## src/pct_pkg.sv

```systemverilog
// ---------------------------------------------------------------------------
// Package for the particle collision time core
// Widths, item types, register indexes and reset values shared by the core.
// ---------------------------------------------------------------------------
package pct_pkg;

	localparam int DIFF_W   = 33;
	localparam int PROD_W   = 66;
	localparam int XV_W     = 68;
	localparam int VV_W     = 66;
	localparam int XX_W     = 66;
	localparam int D_W      = 69;
	localparam int NEGXV_W  = 67;
	localparam int BIG_W    = 134;
	localparam int RAD_W    = 136;

	localparam int SQ_OP_W  = 162;
	localparam int SQ_RT_W  = 81;
	localparam int SQ_RM_W  = 83;

	localparam int Q_W      = 32;
	localparam int PN_W     = 83;
	localparam int PD_W     = VV_W;
	localparam int WN_W     = 49;
	localparam int WD_W     = 32;

	localparam int FRONT_LAT = 6;
	localparam int PIPE_LAT  = FRONT_LAT + SQ_RT_W + 2 + Q_W + 1;

	localparam int REG_W = 31;
	localparam logic [REG_W-1:0] RADIUS_RST = 31'd65536;
	localparam logic [REG_W-1:0] BOX_RST    = 31'd6553600;

	typedef enum logic [1:0] {
		REG_RADIUS = 2'd0,
		REG_BOX_X  = 2'd1,
		REG_BOX_Y  = 2'd2,
		REG_BOX_Z  = 2'd3
	} reg_idx_t;

	localparam logic [1:0] AXIS_X = 2'd0;
	localparam logic [1:0] AXIS_Y = 2'd1;
	localparam logic [1:0] AXIS_Z = 2'd2;

	typedef struct packed {
		logic signed [31:0] a_pos_x;
		logic signed [31:0] a_pos_y;
		logic signed [31:0] a_pos_z;
		logic signed [31:0] a_vel_x;
		logic signed [31:0] a_vel_y;
		logic signed [31:0] a_vel_z;
		logic signed [31:0] b_pos_x;
		logic signed [31:0] b_pos_y;
		logic signed [31:0] b_pos_z;
		logic signed [31:0] b_vel_x;
		logic signed [31:0] b_vel_y;
		logic signed [31:0] b_vel_z;
	} in_item_t;

	typedef struct packed {
		logic        pair_hit;
		logic [31:0] pair_time;
		logic        wall_hit;
		logic [31:0] wall_time;
		logic [1:0]  wall_axis;
	} out_item_t;

	typedef struct packed {
		logic [2:0]            hit;
		logic [2:0][WN_W-1:0]  num;
		logic [2:0][WD_W-1:0]  den;
	} wall_t;

	typedef struct packed {
		logic               go;
		logic [NEGXV_W-1:0] negxv;
		logic [VV_W-1:0]    vv;
	} pair_t;

	typedef struct packed {
		pair_t pair;
		wall_t wall;
	} side_t;

	typedef struct packed {
		logic hit;
		logic sat;
	} flag_t;

endpackage

```

## src/pct_sqrt_cell.sv

```systemverilog
// ---------------------------------------------------------------------------
// Square root cell
// One digit of the restoring square root; hands the operand on to the next cell.
// ---------------------------------------------------------------------------
module pct_sqrt_cell
	import pct_pkg::*;
#(
	parameter int OW = SQ_OP_W,
	parameter int RW = SQ_RT_W,
	parameter int MW = SQ_RM_W
) (
	input  logic          clk,
	input  logic          en,
	input  logic [OW-1:0] op_i,
	input  logic [MW-1:0] rem_i,
	input  logic [RW-1:0] root_i,
	input  side_t         side_i,
	output logic [OW-1:0] op_o,
	output logic [MW-1:0] rem_o,
	output logic [RW-1:0] root_o,
	output side_t         side_o
);

	logic [MW+1:0] r2;
	logic [MW+1:0] trial;
	logic [MW+1:0] diff;
	logic          take;

	assign r2    = {rem_i, op_i[OW-1:OW-2]};
	assign trial = {{(MW-RW){1'b0}}, root_i, 2'b01};
	assign diff  = r2 - trial;
	assign take  = (r2 >= trial);

	always_ff @(posedge clk) begin
		if (en) begin
			op_o   <= {op_i[OW-3:0], 2'b00};
			rem_o  <= take ? diff[MW-1:0] : r2[MW-1:0];
			root_o <= {root_i[RW-2:0], take};
			side_o <= side_i;
		end
	end

endmodule

```

## config.mk

```make
export PLATFORM = sky130hd
export DESIGN_NAME = pct_sqrt_cell
export DESIGN_NICKNAME = d
export VERILOG_FILES = /design/src/pct_pkg.sv /design/src/pct_sqrt_cell.sv
export SDC_FILE = /design/constraint.sdc
export NUM_CORES = 1
export LEC_CHECK = 0
export BUFFER_PORTS_ARGS = -buffer_cell sky130_fd_sc_hd__clkbuf_2
export CAP_MARGIN = 25
export CORE_AREA = 2 2 546 548
export CTS_BUF_LIST = sky130_fd_sc_hd__clkbuf_8
export DETAILED_ROUTE_END_ITERATION = 6
export DIE_AREA = 0 0 548 550
export PLACE_DENSITY = 0.3
export SYNTH_ARGS = -nofsm -noshare
export SYNTH_HDL_FRONTEND = slang
export SYNTH_SLANG_ARGS = --single-unit
```

## constraint.sdc

```tcl
create_clock -name clk -period 3.8 [get_ports clk]
set_input_delay 0.76 -clock clk [delete_from_list [all_inputs] [get_ports clk]]
set_output_delay 0.76 -clock clk [all_outputs]
set_load 0.005 [all_outputs]
```

### Word-level counts from Yosys, hierarchy flattened

Index checks and enable logic that the tools add are counted.

* div/mod/pow operators: 0
* magnitude comparators: 1
* add/sub/neg operators: 1
* shift operators: 0
* multiply operators: 0
* muxes and demuxes: 1
* bitwise operators: 0
* eq/ne operators: 0
* reductions and logical operators: 0

Operators with widths (number)
* >= comparator 85 x 83 -> 1 bit: 1
* two-way mux 83 bit: 1
* subtractor 83 bit: 1

* output and inout port bits: 706
* bits in latches: 0
* flip-flop bits (word level): 704
* memories kept: 0
* ROM bits: 0
* RAM bits: 0
* input bits: 708
* word-level logic and storage cells: 16

### Longest topological paths before layout

* depth after elaboration: 2
* mapped depth: 15
* mapped depth without buffers: 13

### Worst setup path before layout

OpenSTA, ideal clock, no wires.

* path type: input port to flip-flop
* start: in root_i[45]
* end: reg rem_o[10] (data pin)
* stages: 15
* setup slack: -0.172 ns
* library setup time: 0.260 ns
* data required time: 3.540 ns
* arrival time: 3.712 ns
* path buffers: 2
* path through: inv_1 -> ha_1 -> clkbuf_1 -> nand4_1 -> or2_1 -> nor4_1 -> o21ai_0 -> nor2_1 -> a21oi_4 -> o31ai_2 -> a21o_1 -> a2111oi_4 -> nor2_8 -> buf_6 -> mux2_4

* cells in the longest elaborated chain, start to end: 2

RTL lines
* start, declared: line pct_sqrt_cell.sv:16 `input logic [RW-1:0] root_i,`
* >= comparator 85 x 83 -> 1 bit: line pct_sqrt_cell.sv:32 `assign take = (r2 >= trial);`
* two-way mux 83 bit: line pct_sqrt_cell.sv:37 `rem_o <= take ? diff[MW-1:0] : r2[MW-1:0];`
* end signal, assigned: line pct_sqrt_cell.sv:37
* end, declared: line pct_sqrt_cell.sv:19 `output logic [MW-1:0] rem_o,`

No other way between the ends.
A chain may end at the register's enable or synchronous reset.

### Final worst setup path

* start: in root_i[61]
* end: reg rem_o[55] (data pin)

Same word-level chain as after synthesis.

==> flow_summary.json <==
{
  "routed_via_density": 3.06,
  "arrival_ns": 4.39,
  "hold_path.class": "in -> reg",
  "maxCapViolations": 0,
  "fp-row-count": 200,
  "power.density_nw_per_um2": 427,
  "root_buffer": "clkbuf_8",
  "ys_seq_area_frac": 0.754,
  "areaGrowthSynthToFinish_pct": 86.6,
  "final.min_clock_period_ns": 3.78,
  "rsz0062_at_grt": "no",
  "highest_layer": "met5",
  "syn_inst": 1665,
  "routed_wirelength_mm": 189,
  "wl_met3_mm": 13.5,
  "drtPass1Iterations": 4,
  "port_buffers": 1411,
  "finalSetupViolCount": 0,
  "drt_iter0_drc": 1609,
  "nNetsFinal": 5001,
  "endpoint_kind": "register",
  "overflow": 0,
  "dr_wl_met2_mm": 94.7,
  "synth_cell_types": 65,
  "total_power_mw": 22.3,
  "drt.antenna.violating_nets": 0,
  "synth.top_cell.area_share": 0.754,
  "htree_levels": 4,
  "max_slew_margin": 0.550,
  "tns_ns": 0,
  "avgSynthCellArea_um2": 16.8,
  "worstHoldPathCells": 1,
  "required_ns": 4.42,
  "numCtsBuffers": 151,
  "synth_ff_type": "edfxtp_1",
  "drt-wirelength-per-cell_um": 22.8,
  "ys_ff_latch": 704,
  "final_cell_mix": "1,409 x clkbuf_2, 704 x edfxtp_1, 594 x dlygate4sd3_1, 411 x buf_4, 153 x clkbuf_8",
  "yosys.area.top_type": "edfxtp_1",
  "drive_above_1_share": 0.499,
  "timing.hold.ws_ns": 0.124,
  "start_kind": "primary input",
  "synth-edff-count": 704,
  "clk_pin_slew_ns": 0.06,
  "fin_cells": 8267,
  "wl_met1_mm": 74.8,
  "ir_drop_v": 0.000195,
  "critPathKind": "in -> reg",
  "period_share": 0.994,
  "grt_pass1_wl_mm": 243,
  "post-route-util": 0.177,
  "dp_hpwl_mm": 159,
  "place.gp.congestion": 0.826,
  "dp.cells": 7397,
  "finalHoldViolCount": 0,
  "status": "complete, no violations",
  "final_common_cell": "clkbuf_2",
  "start_util": 0.0948,
  "grt_start_max_net_pins": 98,
  "pin_count": 1414,
  "yosysWarnings": 0,
  "core-area_um2": 296000,
  "die_h_um": 550,
  "first_global_vias": 26700,
  "synthArstFlopShare": 0,
  "fmax_mhz": 265,
  "syn_area_um2": 28000,
  "drv_slew": 0,
  "route.vias.total": 25300,
  "dieWidth_um": 548,
  "antenna_found_initial": 40,
  "die_area_um2": 301000,
  "clk_path_buf_depth": 4,
  "grt_util_all_layers": 0.119,
  "worst_pin_slew_ns": 0.675,
  "ys_top_cells_by_area": "edfxtp_1 75%, mux2_4 4.1%, ha_1 3.7%, a21oi_1 1.7%, a21o_1 1.6%",
  "drc_errors": 0,
  "p_leak_nw": 22.6,
  "cts_tree": "built",
  "clock-sinks": 704,
  "worstPathMaxFanout": 18
}
[synth_stat cells (3+ instances only)]
master / n
edfxtp_1: 704
inv_1: 105
a21oi_1: 93
ha_1: 83
mux2_4: 76
nand2_1: 71
a21o_1: 59
nor2_1: 55
xnor2_1: 48
o21ai_0: 44
clkbuf_1: 34
nand4_1: 31
xor2_1: 31
o21bai_1: 23
nand3_1: 19
nor3_1: 15
a31oi_1: 12
o21a_1: 12
and3_1: 11
buf_6: 8
nor2b_1: 8
o31ai_1: 8
a211oi_1: 7
a21boi_0: 6
and4_1: 6
o21ai_1: 6
or2_2: 6
o211ai_1: 5
or3_1: 5
a2111oi_0: 4
buf_2: 4
nand2b_1: 4
nor4_1: 4
a221o_1: 3
a221oi_1: 3
a31o_2: 3
a41oi_1: 3
and2_1: 3
o2111ai_1: 3
o22ai_1: 3
or2_1: 3
[timing repair]
action                                 CTS  global route
setup buffers                            0             4
setup endpoints to repair                0            79
endpoints found under the hold margin  595             0
hold buffers                           595             0
gates resized for setup                  0            22
[state kept, by name (all words and copies together), names as in the netlist]
register	cells
op_o	160
root_o	81
rem_o	83
side_o	380
[path summary, 6_finish.rpt]
| path | end | slack, ns | start |
|---|---|---|---|
| worst max-delay path | rem_o[55]$_DFFE_PP_ | 0.02 | root_i[61] |
| worst min-delay path | op_o[65]$_DFFE_PP_ | 0.12 | op_i[63] |
[through the flow]
stage	area (µm²)	setup slack (ns)
5_1_grt	52300	0.00335
4_1_cts	52100	0.0184
3_5_place_dp	43400	-0.974
2_1_floorplan	28200	0.000996
3_3_place_gp	43400	-0.954
6_report	52300	0.0241
[cell families after synthesis]
group,synth area share
muxes,0.0422
adders and majority gates,0.0371
and+or+nand+nor,0.0441
other,0.000134
DFF,0.754
AOI/OAI and AO/OA,0.0745
xor gates and xnor gates,0.0247
buffers and inverters,0.0231
[critical path: stages]
cell,delay [ns]
dlygate4sd3_1,0.52
clkbuf_2,0.12
inv_1,0.07
ha_4,0.28
nand4_1,0.11
or2_1,0.28
or4_4,0.52
or3_4,0.43
o21ai_4,0.20
a2111oi_4,0.06
buf_4,0.16
nor2_8,0.20
buf_12,0.13
buf_12,0.17
mux2_4,0.32
[power breakdown]
part | internal, mW | switching, mW
sequential | 9.39 | 0.290
clock | 4.17 | 3.89
combinational | 2.22 | 2.37
total | 15.8 | 6.55
[final cells by class]
type	count	area, µm²
antenna	14	35.0
fill	32900	243000
multi-input combinational	809	6460
inverter	105	394
tap	3939	4930
timing repair buffer	2439	16600
clock inverter	104	653
clock buffer	153	2110
sequential	704	21100
[metal layers]
| layer | track usage | vias up |
|---|---|---|
| li1 | - | 11500 |
| met1 | 0.139 | 12500 |
| met2 | 0.211 | 1093 |
| met3 | 0.0323 | 260 |
| met4 | 0.0366 | 14 |
| met5 | 0 | - |
(Power assumes the default switching activity.)
