[config.mk]
export PLATFORM = sky130hd
export DESIGN_NAME = pct_div_cell
export DESIGN_NICKNAME = d
export VERILOG_FILES = /design/src/pct_pkg.sv /design/src/pct_div_cell.sv
export SDC_FILE = /design/constraint.sdc
export NUM_CORES = 1
export LEC_CHECK = 0
export BUFFER_PORTS_ARGS = -buffer_cell sky130_fd_sc_hd__clkbuf_2
export CORE_UTILIZATION = 42
export CTS_BUF_LIST = sky130_fd_sc_hd__clkbuf_8
export DETAILED_ROUTE_END_ITERATION = 8
export GPL_TIMING_DRIVEN = 0
export PLACE_DENSITY = 0.7
export SYNTH_ARGS = -nofsm -noshare
export SYNTH_HDL_FRONTEND = slang
export SYNTH_SLANG_ARGS = --single-unit
export TNS_END_PERCENT = 20
[constraint.sdc]
create_clock -name clk -period 6.85 [get_ports clk]
set_clock_uncertainty 0.1 [all_clocks]
set_input_delay 0.685 -clock clk [delete_from_list [all_inputs] [get_ports clk]]
set_output_delay 0.685 -clock clk [all_outputs]
set_load 0.03 [all_outputs]
[src/pct_pkg.sv]
// ---------------------------------------------------------------------------
// Package for the particle collision time core
// Widths, item types, register indexes and reset values shared by the core.
// ---------------------------------------------------------------------------
package pct_pkg;

	localparam int DIFF_W   = 33;
	localparam int PROD_W   = 66;
	localparam int XV_W     = 68;
	localparam int VV_W     = 66;
	localparam int XX_W     = 66;
	localparam int D_W      = 69;
	localparam int NEGXV_W  = 67;
	localparam int BIG_W    = 134;
	localparam int RAD_W    = 136;

	localparam int SQ_OP_W  = 162;
	localparam int SQ_RT_W  = 81;
	localparam int SQ_RM_W  = 83;

	localparam int Q_W      = 32;
	localparam int PN_W     = 83;
	localparam int PD_W     = VV_W;
	localparam int WN_W     = 49;
	localparam int WD_W     = 32;

	localparam int FRONT_LAT = 6;
	localparam int PIPE_LAT  = FRONT_LAT + SQ_RT_W + 2 + Q_W + 1;

	localparam int REG_W = 31;
	localparam logic [REG_W-1:0] RADIUS_RST = 31'd65536;
	localparam logic [REG_W-1:0] BOX_RST    = 31'd6553600;

	typedef enum logic [1:0] {
		REG_RADIUS = 2'd0,
		REG_BOX_X  = 2'd1,
		REG_BOX_Y  = 2'd2,
		REG_BOX_Z  = 2'd3
	} reg_idx_t;

	localparam logic [1:0] AXIS_X = 2'd0;
	localparam logic [1:0] AXIS_Y = 2'd1;
	localparam logic [1:0] AXIS_Z = 2'd2;

	typedef struct packed {
		logic signed [31:0] a_pos_x;
		logic signed [31:0] a_pos_y;
		logic signed [31:0] a_pos_z;
		logic signed [31:0] a_vel_x;
		logic signed [31:0] a_vel_y;
		logic signed [31:0] a_vel_z;
		logic signed [31:0] b_pos_x;
		logic signed [31:0] b_pos_y;
		logic signed [31:0] b_pos_z;
		logic signed [31:0] b_vel_x;
		logic signed [31:0] b_vel_y;
		logic signed [31:0] b_vel_z;
	} in_item_t;

	typedef struct packed {
		logic        pair_hit;
		logic [31:0] pair_time;
		logic        wall_hit;
		logic [31:0] wall_time;
		logic [1:0]  wall_axis;
	} out_item_t;

	typedef struct packed {
		logic [2:0]            hit;
		logic [2:0][WN_W-1:0]  num;
		logic [2:0][WD_W-1:0]  den;
	} wall_t;

	typedef struct packed {
		logic               go;
		logic [NEGXV_W-1:0] negxv;
		logic [VV_W-1:0]    vv;
	} pair_t;

	typedef struct packed {
		pair_t pair;
		wall_t wall;
	} side_t;

	typedef struct packed {
		logic hit;
		logic sat;
	} flag_t;

endpackage

[src/pct_div_cell.sv]
// ---------------------------------------------------------------------------
// Divider cell
// One quotient bit of a restoring division at a fixed bit position.
// ---------------------------------------------------------------------------
module pct_div_cell
	import pct_pkg::*;
#(
	parameter int NW  = PN_W,
	parameter int DW  = PD_W,
	parameter int BIT = Q_W - 1
) (
	input  logic           clk,
	input  logic           en,
	input  logic [NW-1:0]  rem_i,
	input  logic [DW-1:0]  den_i,
	input  logic [Q_W-1:0] q_i,
	input  flag_t          flag_i,
	output logic [NW-1:0]  rem_o,
	output logic [DW-1:0]  den_o,
	output logic [Q_W-1:0] q_o,
	output flag_t          flag_o
);

	localparam int CW = ((NW - BIT) > DW) ? (NW - BIT) : DW;

	logic [CW-1:0]  hi;
	logic [CW-1:0]  dd;
	logic           take;
	logic [Q_W-1:0] q_n;

	assign hi   = CW'(rem_i >> BIT);
	assign dd   = CW'(den_i);
	assign take = (hi >= dd);

	always_comb begin
		q_n      = q_i;
		q_n[BIT] = take;
	end

	always_ff @(posedge clk) begin
		if (en) begin
			rem_o  <= take ? (rem_i - (NW'(den_i) << BIT)) : rem_i;
			den_o  <= den_i;
			q_o    <= q_n;
			flag_o <= flag_i;
		end
	end

endmodule

# [Word level (Yosys, flattened, before mapping)]
# Index checks and enable logic that the tools add are counted.
[op_classes] n_addsub=1 n_lt_le_gt_ge=1 mux=1
[op_table] operator="2-to-1 mux 83 bit" n=1
[op_table] operator="subtractor 83 bit" n=1
[op_table] operator="greater-or-equal comparator 52 x 66 -> 1 bit" n=1
[word_totals] register_bits=183 in_bits=185 output_inout_bits=183 wordCells=8

# [Depth between registers and ports, before layout]
# Gate-level depths: netlist of the first run.
[logic_depth] ltp_word=2 ltp_mapped=14 depth_no_buf=12

# [Worst setup path before layout of the first run]
# No wires, ideal clock.
[synth_timing] kind="input -> register" from="in rem_i[31]" to="reg rem_o[63], data pin" arrival_ns=2.968 t_required_ns=6.490 setup_slack_ns=3.521 path_stages=12 cell_sequence="inv_1 -> ha_1 -> fa_1 -> nor2b_1 -> o2111a_1 -> o21ba_2 -> o21bai_1 -> o31ai_1 -> o21ai_2 -> o31a_1 -> xnor2_1 -> mux2_4"
[synth_via] elab_chain_cells=2 word_cells_on_any_way=3 cone_classes="1 x add/sub; 1 x order compare; 1 x mux"
[synth_rtl] element="from (decl)" line_no="pct_div_cell.sv:14" source="input logic [NW-1:0] rem_i,"
[synth_rtl] element="subtractor 83 bit or greater-or-equal comparator 52 x 66 -> 1 bit (tied branches)" line_no="pct_div_cell.sv:42, pct_div_cell.sv:33"
[synth_rtl] element="2-to-1 mux 83 bit (*)" line_no="pct_div_cell.sv:42" source="rem_o <= take ? (rem_i - (NW'(den_i) << BIT)) : rem_i;"
[synth_rtl] element="to (signal assigned)" line_no="pct_div_cell.sv:42"
[synth_rtl] element="to (decl)" line_no="pct_div_cell.sv:18" source="output logic [NW-1:0] rem_o,"
# Every way passes the cells marked *; elsewhere a longest branch is shown, timed or not.
# A chain may end at the register's enable or synchronous reset.

# [Final worst setup path of the first run]
[layout_timing] from="in rem_i[31]" to="reg rem_o[75], data pin"
# The elaborated chain is that of the path after synthesis.

==> results of run 1 <==
-- layout make-up --
| class | count | area (um^2) |
|---|---|---|
| clock inverter | 15 | 152.6 |
| buffer | 33 | 195.2 |
| sequential | 183 | 5495 |
| tap | 313 | 391.6 |
| clock buffer | 17 | 234.0 |
| multi-input combinational | 507 | 3854 |
| inverter | 73 | 274.0 |
| fill | 1997 | 10310 |
| timing repair buffer | 367 | 1868 |
-- power groups by stage --
stage / logic, uW / registers, uW / clock network [uW]
final: 718 / 1350 / 741
after global routing: 776 / 1360 / 802
after CTS: 720 / 1350 / 763
after detailed placement: 717 / 1380 / 0
after global placement: 708 / 1380 / 0
after floorplan: 290 / 1560 / 0
-- sequential cells by signal (all words and copies together) (netlist names) --
signal	cells
rem_o	83
den_o	66
q_o	32
flag_o	2
-- per-layer routing --
layer | wire, um | vias to the layer above | global-route usage
met3 | 2027 | 16 | 0.06351
met1 | 11050 | 3660 | 0.2692
li1 | - | 3744 | -
met4 | 292 | 0 | 0.04715
met2 | 13400 | 278 | 0.3835
met5 | 0 | - | 0
-- how the worst min path moves through the flow --
stage / slack, ps / cells past startpoint / startpoint / endpoint
after global placement: 760 / 1 / rem_i[25] / rem_o[25]$_DFFE_PP_
after detailed placement: 760 / 1 / rem_i[14] / rem_o[14]$_DFFE_PP_
after global routing: 240 / 1 / q_i[17] / q_o[17]$_DFFE_PP_
final: 290 / 1 / rem_i[15] / rem_o[15]$_DFFE_PP_
after floorplan: 680 / 0 / den_i[0] / den_o[0]$_DFFE_PP_
after CTS: 260 / 1 / q_i[22] / q_o[22]$_DFFE_PP_
-- cells by family (layout without fill, tap and decap cells) --
group,after synthesis,count (layout),synth area share
adder cells (fa/ha/maj),53,53,0.06831
XOR/XNOR,42,42,0.03747
AO/OA/AOI/OAI,201,201,0.1376
buffers and inverters,106,505,0.04779
AND/OR/NAND/NOR,167,167,0.08704
multiplexers,44,44,0.06206
flip-flops,183,183,0.5597
-- critical path, stage by stage --
cell and delay (ps):
clkbuf_2 70, inv_1 40, ha_1 230, fa_1 410, nor2b_1 170, o2111a_1 250
o21ba_2 170, o21bai_1 110, o31ai_1 570, o21ai_2 170, o21ai_1 430, a222oi_1 190
a31o_1 270
-- stage by stage --
stage	total power (uW)	cell area, um^2	util	instances	worst slack [ps]
after global routing	2936	12460	0.5472	1508	2952
after detailed placement	2095	12080	0.5302	1476	2660
after CTS	2835	12460	0.5472	1508	3137
final	2810	12460	0.5472	1508	3174
after global placement	2090	12040	0.5286	1475	2296
after floorplan	1850	9818	-	796	3521
-- layout by cell type (no fill, tap or decap), types with 8 or more instances in the layout --
cell      Yosys  routed
o21ai_1       8       8
mux2_4       31      31
buf_2        14      14
nor2_1       31      31
nor3_1       11      11
and3_1        8       8
nand4_1      21      21
clkbuf_2      1     366
a21o_1       27      27
clkbuf_1     11      11
ha_1         52      52
nand3_1       9       9
clkbuf_8      0      18
nand2_1      44      44
xor2_1       16      16
inv_1        72      73
nor2b_1      10      10
o21ai_0      27      27
mux2_1        9       9
a21oi_1      61      61
xnor2_1      26      26
o21bai_1     16      16
edfxtp_1    183     183
==> flow_metrics.tcl, run 1 <==
set metrics [dict create \
    status "finished, final reports clean" \
    wl_per_cell_um 17.75 \
    setup_viol 0 \
    critical_path.startpoint "rem_i[31]" \
    postCtsSetupRepairBufs 0 \
    antenna_found_initial 0 \
    drive_gt1_frac 0.3967 \
    routed_wl_um 26770 \
    yosysSeqAreaShare 0.5597 \
    worstPathArrival_ps 3780 \
    post-route-period-util 0.5366 \
    setup_tns_ps 0 \
    clk_transition_reported_paths_ps 120 \
    internal_power_uw 1848 \
    ant_nets 0 \
    core_area_um2 22780 \
    dr.first_iter.drc_count 516 \
    hold_class "input port to flip-flop" \
    diodes 0 \
    max_cap_violations 0 \
    power_switching_uw 962.1 \
    hold_buffers 0 \
    die_w_um 154.9 \
    comb_power_share 0.256 \
    async_flop_share 0 \
    synthCells 796 \
    yosysMostFrequentCell "edfxtp_1" \
    grt_overflow 0 \
    crit_type "input port to flip-flop" \
    cts_buffers 17 \
    clockBufferDepth 2 \
    num_vias 7698 \
    yosys.area.top_type "edfxtp_1" \
    peakVddDrop_uv 113.1 \
    dieArea_um2 23990 \
    syn_avg_cell_area_um2 12.33 \
    synth_top_flop_cell "edfxtp_1" \
    ys_ff_latch 183 \
    slew_violations 0 \
    synth_area_leaders "edfxtp_1 (56%), ha_1 (6.6%), mux2_4 (4.7%)" \
    critPathCapture "rem_o[75]$_DFFE_PP_" \
    portBuffers 366 \
    cp-start-kind "input port" \
    grt_max_degree 116 \
    synth_cell_types 67 \
    vias_per_cell 5.105 \
    synth_edf_count 183 \
    rows 55 \
    cp-end-kind "flip-flop" \
    clock_sinks 183 \
    drtPass1Iterations 5 \
    synthTopCellsByCount "edfxtp_1 (183), inv_1 (72), a21oi_1 (61)" \
    min_period_ps 3676 \
    crit_fanout 5 \
    p_per_area_nw_per_um2 225.4 \
    rsz0062_at_grt "false" \
    grt_use_total 0.2198 \
    synth.top_cell.area_share 0.5597 \
    cts_resized 0 \
    max_freq_ghz 0.2721 \
    h-tree-depth 4 \
    first_global_vias 7426 \
    hold_viol 0 \
    grt_pass1_wl_um 39970 \
    remaining_drc_errors 0 \
    worst_slew_pin_slew_ps 849.8 \
    final_nets 1420 \
    ys_warn_count 0 \
    switching_share 0.3424 \
    clkPwrFrac 0.264 \
    start_util 0.4310 \
    root_buffer "clkbuf_8" \
    cts_tree "yes" \
    syn_to_final_growth_pct 26.95 \
    syn-num-nets 1034 \
    p_leak_uw 0.005667 \
    ios 368 \
    post-dp-hpwl_um 21250 \
    cp.required_ps 6950 \
    worst_hold_slack_ps 286.5 \
    gp_congestion 0.8485 \
    die_y_um 154.9 \
    seqPwrFrac 0.481 \
    syn_area_um2 9818 \
    slew-limit-headroom 0.4255 \
]
(Power assumes the default switching activity.)
==> inputs of run 2 (changes only) <==
- ABC_AREA: not set -> 1
- PLACE_DENSITY: 0.7 -> 0.71
- clock period: 6.85 -> 3.3 ns (I/O delays scaled with it)
==> run 2 against run 1 <==
Final area increased by 21%. Non-clock buffer count increased by 109. Clock-buffer cell count unchanged. Clock power up 110%. Sequential power up 110%. Critical path type unchanged.
==> flow_metrics.tcl, run 2 <==
set metrics [dict create \
    grt_use_met3 0.03792 \
    worst_slew_pin_slew_ps 619.8 \
    use_met1 0.3552 \
    rows 59 \
    clk_transition_reported_paths_ps 110 \
    start_util 0.4275 \
    clockBufferDepth 2 \
    final_common_cell "nand2_1" \
    synth.top_cell.area_share 0.4947 \
    rsz0062_at_grt "false" \
    grt_pass1_wl_um 54790 \
    post-dp-hpwl_um 29430 \
    yosysMostFrequentCell "nand2_1" \
    met2_usage 0.4801 \
    p_leak_uw 0.007812 \
    die_w_um 164.6 \
    grt_overflow 0 \
    largest_register_ffs 83 \
    portBuffers 366 \
    min_period_ps 3151 \
    final_nets 2132 \
    syn_avg_cell_area_um2 8.062 \
    hold_path_depth 3 \
    synth_edf_count 183 \
    cp.required_ps 3450 \
    max_freq_ghz 0.3173 \
    hold_viol 0 \
    max_cap_violations 0 \
    clock_sinks 183 \
    place_ws_ps 186.0 \
    crit_type "input port to flip-flop" \
    status "finished, final reports clean" \
    syn-num-nets 1616 \
    grt.busiest_layer "met2" \
    routed_wl_um 37640 \
    crit_fanout 10 \
    gp_congestion 0.9761 \
    ys_ff_latch 183 \
    post-route-period-util 0.9550 \
    yosys.area.top_type "edfxtp_1" \
    synth_area_leaders "edfxtp_1 (49%), nand2_1 (17%), inv_1 (8.8%)" \
    yosysSeqAreaShare 0.4947 \
    worstHoldEndpoint "rem_o[40]$_DFFE_PP_" \
    reg.largest.list "rem_o: 83 flops, den_o: 66 flops, q_o: 32 flops" \
    diodes 0 \
    async_flop_share 0 \
    cts_tree "yes" \
    fill_cells 2414 \
    grt_use_total 0.2751 \
    setup_slack_ps 148.5 \
    final_cell_mix "nand2_1 (509), clkbuf_2 (365), inv_1 (259), edfxtp_1 (183), dlygate4sd3_1 (130)" \
    dr.first_iter.drc_count 752 \
    h-tree-depth 4 \
    synth_top_flop_cell "edfxtp_1" \
    root_buffer "clkbuf_8" \
    setup_viol 0 \
    drtPass1Iterations 5 \
    multi_input_area_um2 4486 \
    worstPathArrival_ps 3300 \
    first_global_vias 10300 \
    syn_to_final_growth_pct 35.67 \
    wl_per_cell_um 16.80 \
    cts_buffers 17 \
    vias_per_cell 4.766 \
    dieArea_um2 27100 \
    hold_class "input port to flip-flop" \
    synthCells 1378 \
    ios 368 \
    regMostFlops "rem_o" \
    core_area_um2 25980 \
    cp-start-kind "input port" \
    drive_gt1_frac 0.2403 \
    syn_area_um2 11110 \
    ant_nets 0 \
    setup_tns_ps 0 \
    p_per_area_nw_per_um2 403.7 \
    slew-limit-headroom 0.5868 \
    cp-end-kind "flip-flop" \
    register_area_um2 5495 \
    synthTopCellsByCount "nand2_1 (509), inv_1 (259), edfxtp_1 (183)" \
    min_from "rem_i[40]" \
    peakVddDrop_uv 311.3 \
    antenna_found_initial 0 \
    ys_warn_count 0 \
    synth_cell_types 35 \
    num_vias 10681 \
    slew_violations 0 \
    grt_max_degree 110 \
    die_y_um 164.6 \
    remaining_drc_errors 0 \
]
==> run 2: cell count changes after synthesis, moves of 27 or more <==
cell and delta:
nand3_1 +38, nand2_1 +465, a21o_1 -27, nand3b_1 +34, mux2_4 -31, inv_1 +187, nor2_1 +61
==> run 2: cell type report <==
type,count,area share
clock inverter,14,0.009132
inverter,279,0.06948
multi-input combinational,904,0.2976
timing repair buffer,497,0.2103
clock buffer,17,0.01552
sequential,183,0.3646
buffer,12,0.005562
tap,335,0.02781
==> run 2: worst max-delay path by stage <==
stage / start / end / slack (ps) / cells past startpoint
4_1_cts: den_i[0] / rem_o[67]$_DFFE_PP_ / 170 / 17
6_report: den_i[0] / rem_o[67]$_DFFE_PP_ / 150 / 17
5_1_grt: den_i[0] / rem_o[72]$_DFFE_PP_ / 2 / 17
3_5_place_dp: rem_i[31] / rem_o[67]$_DFFE_PP_ / 190 / 17
3_3_place_gp: en / den_o[10]$_DFFE_PP_ / -800 / 1
2_1_floorplan: rem_i[31] / rem_o[53]$_DFFE_PP_ / 900 / 17
==> run 2: cells by family after synthesis <==
kind of cell | count (synthesis) | synth area share
and+or+nand+nor | 742 | 0.2815
buffers and inverters | 291 | 0.1016
DFF | 183 | 0.4947
AOI/OAI and AO/OA | 81 | 0.03987
adders and majority gates | 53 | 0.06037
xor gates and xnor gates | 28 | 0.02207
==> run 2: where the power goes <==
part / internal, uW / total (uW) / leakage (uW) / switching, uW
sequential: 2760 / 2810 / 0.00179 / 50.0
combinational: 581 / 1750 / 0.00584 / 1170
clock: 552 / 1530 / 0.000182 / 973
==> run 2: critical path: stages <==
cell and delay (ps):
dlygate4sd3_1 540, clkbuf_2 120, ha_1 210, fa_1 450
inv_1 200, nand2_1 100, nand3_2 140, nand2_1 80
nand2_2 140, nand2_1 90, nand2_1 100, nand2_2 80
nand2_4 140, buf_2 320, nand2_1 120, nand2_1 80
inv_1 40
==> run 2: routing by layer <==
metal / part of all wire / routed length, um
met5: 0 / 0
met4: 0.021 / 796
met3: 0.059 / 2205
met2: 0.49 / 18360
met1: 0.43 / 16280
==> run 2: timing repair <==
item | 4_1_cts | 5_1_grt
setup buffers | 0 | 0
hold buffers | 130 | 0
endpoints found under the hold margin | 130 | 0
endpoints found under the setup margin | 0 | 1
resized for setup | 0 | 1
==> run 2: metrics by stage <==
stage	cells	hold slack [ps]	utilization	area, um^2	power (uW)
6_report	2241	27.68	0.5800	15070	6085
5_1_grt	2241	31.61	0.5800	15070	6361
3_3_place_gp	2079	407.0	0.5142	13360	4461
2_1_floorplan	1378	328.9	-	11110	3880
3_5_place_dp	2080	408.6	0.5156	13400	4469
4_1_cts	2241	8.808	0.5799	15070	6122
==> inputs of run 3 (changes only) <==
- CELL_PAD_IN_SITES_DETAIL_PLACEMENT: not set -> 1
- CELL_PAD_IN_SITES_GLOBAL_PLACEMENT: not set -> 2
- CORE_UTILIZATION: 42 -> 27
- PLACE_DENSITY: 0.71 -> not set
- PLACE_DENSITY_LB_ADDON: not set -> 0.1
==> run 3 against run 2 <==
Fmax grew 1.5%. Largest cell class unchanged. Via count grew 0.85%. Non-clock buffer count grew 47.
==> flow_metrics.tcl, run 3 (synthesis results as in run 2) <==
set metrics [dict create \
    die_y_um 204.8 \
    portBuffers 366 \
    cp-end-kind "flip-flop" \
    root_buffer "clkbuf_8" \
    gp_congestion 0.8229 \
    power.total_uw 6346 \
    drive_gt1_frac 0.2339 \
    hold_viol 0 \
    clockBufferDepth 2 \
    final_nets 2179 \
    post-route-period-util 0.9413 \
    worstPathCellList "dlygate4sd3_1, clkbuf_2, inv_1, ha_1, nand2_1, inv_2, nand2_1, nor2_2, nand2_1, nor2_2, nand2_1, o21ai_1, nor2_2, nand2_4, inv_2, buf_6, buf_12, nand2_2, nand2_1" \
    ios 368 \
    syn_to_final_growth_pct 42.56 \
    dr.first_iter.drc_count 402 \
    final_cell_mix "nand2_1 (509), clkbuf_2 (365), inv_1 (260), edfxtp_1 (183), dlygate4sd3_1 (177)" \
    ant_nets 0 \
    cts_buffers 17 \
    cp_slowest_stage_delay_ps 560 \
    worst-path-stages 19 \
    min_period_ps 3106 \
    setup_viol 0 \
    vias_per_cell 4.344 \
    grt_use_total 0.2133 \
    reg.largest.list "rem_o: 83 flops, den_o: 66 flops, q_o: 32 flops" \
    die_w_um 204.8 \
    p_per_area_nw_per_um2 400.7 \
    hold_class "input port to flip-flop" \
    max_cap_violations 0 \
    setup_tns_ps 0 \
    dieArea_um2 41960 \
    first_global_vias 11255 \
    antenna_found_initial 2 \
    crit_type "input port to flip-flop" \
    clock_sinks 183 \
    cp.required_ps 3510 \
    post-dp-hpwl_um 35190 \
    largest_register_ffs 83 \
    crit_top_cell "nand2_1" \
    core_area_um2 40190 \
    regMostFlops "rem_o" \
    status "finished, final reports clean" \
    peakVddDrop_uv 299.2 \
    drtPass1Iterations 5 \
    slowest_stage "dlygate4sd3_1" \
    hold_path_depth 4 \
    rows 73 \
    cp_top_family "buffers and inverters" \
    h-tree-depth 4 \
    clk_transition_reported_paths_ps 90 \
    routed_wl_um 44430 \
    p_leak_uw 0.008043 \
    worst_hold_slack_ps 73.96 \
    max_freq_ghz 0.3219 \
    slew-limit-headroom 0.5532 \
    grt_pass1_wl_um 65650 \
    wl_per_cell_um 17.91 \
    cts_tree "yes" \
    worstPathArrival_ps 3320 \
    start_util 0.2764 \
    worst_slew_pin_slew_ps 670.2 \
    remaining_drc_errors 0 \
    crit_buf_inv 7 \
    final_common_cell "nand2_1" \
    grt_overflow 0 \
    num_vias 10772 \
    rsz0062_at_grt "false" \
    grt_max_degree 116 \
    cp-start-kind "input port" \
    crit_fanout 10 \
    slew_violations 0 \
]
## run 3: cell count changes in the layout (fill, tap and decap cells not counted), sizes merged
cell / change
diode: +1
buf: -2
clkinv: -3
clkbuf: +2
bufinv: +3
inv: +3
dlygate4sd3: +47
clkinvlp: -2
## run 3: final timing paths
check	slack, ps	endpoint	startpoint
worst max-delay path	190	rem_o[51]$_DFFE_PP_	den_i[34]
worst min-delay path	70	rem_o[67]$_DFFE_PP_	rem_i[67]
## run 3: repair_timing
item,in CTS,in global routing
setup endpoints to repair,0,13
hold endpoints to repair,177,0
gates resized for setup,0,3
buffers inserted,0,0
hold buffers,177,0
## run 3: power breakdown
group          internal (uW)  switching, uW
clock network            767            951
logic                    618           1200
registers               2760           51.3
total                   4140           2200
## run 3: per-layer routing
layer | up-vias | GRT usage | routed length, um
met5 | - | 0 | 16
met4 | 2 | 0.05757 | 516
met3 | 27 | 0.04152 | 1854
met2 | 249 | 0.3822 | 22230
met1 | 5044 | 0.2576 | 19810
li1 | 5450 | - | -
## run 3: through the flow
step / setup WS (ps) / instance area (um^2) / cells / utilization
6_report: 193.8 / 15840 / 2480 / 0.3941
5_1_grt: 29.82 / 15840 / 2480 / 0.3941
4_1_cts: 146.8 / 15830 / 2479 / 0.3938
3_5_place_dp: 66.23 / 13630 / 2270 / 0.3393
3_3_place_gp: -954.3 / 13600 / 2269 / 0.3384
2_1_floorplan: 899.3 / 11110 / 1378 / -
## run 3: layout make-up
cell class                      instances  area [um^2]
Timing Repair Buffer                  544         3640
Inverter                              279         1047
Sequential cell                       183         5495
Clock buffer                           17        234.0
Tap cell                              525        656.9
Clock inverter                         15        187.7
Buffer                                 12        88.84
Antenna cell                            1        2.502
Fill cell                            4930        24350
Multi-Input combinational cell        904         4486
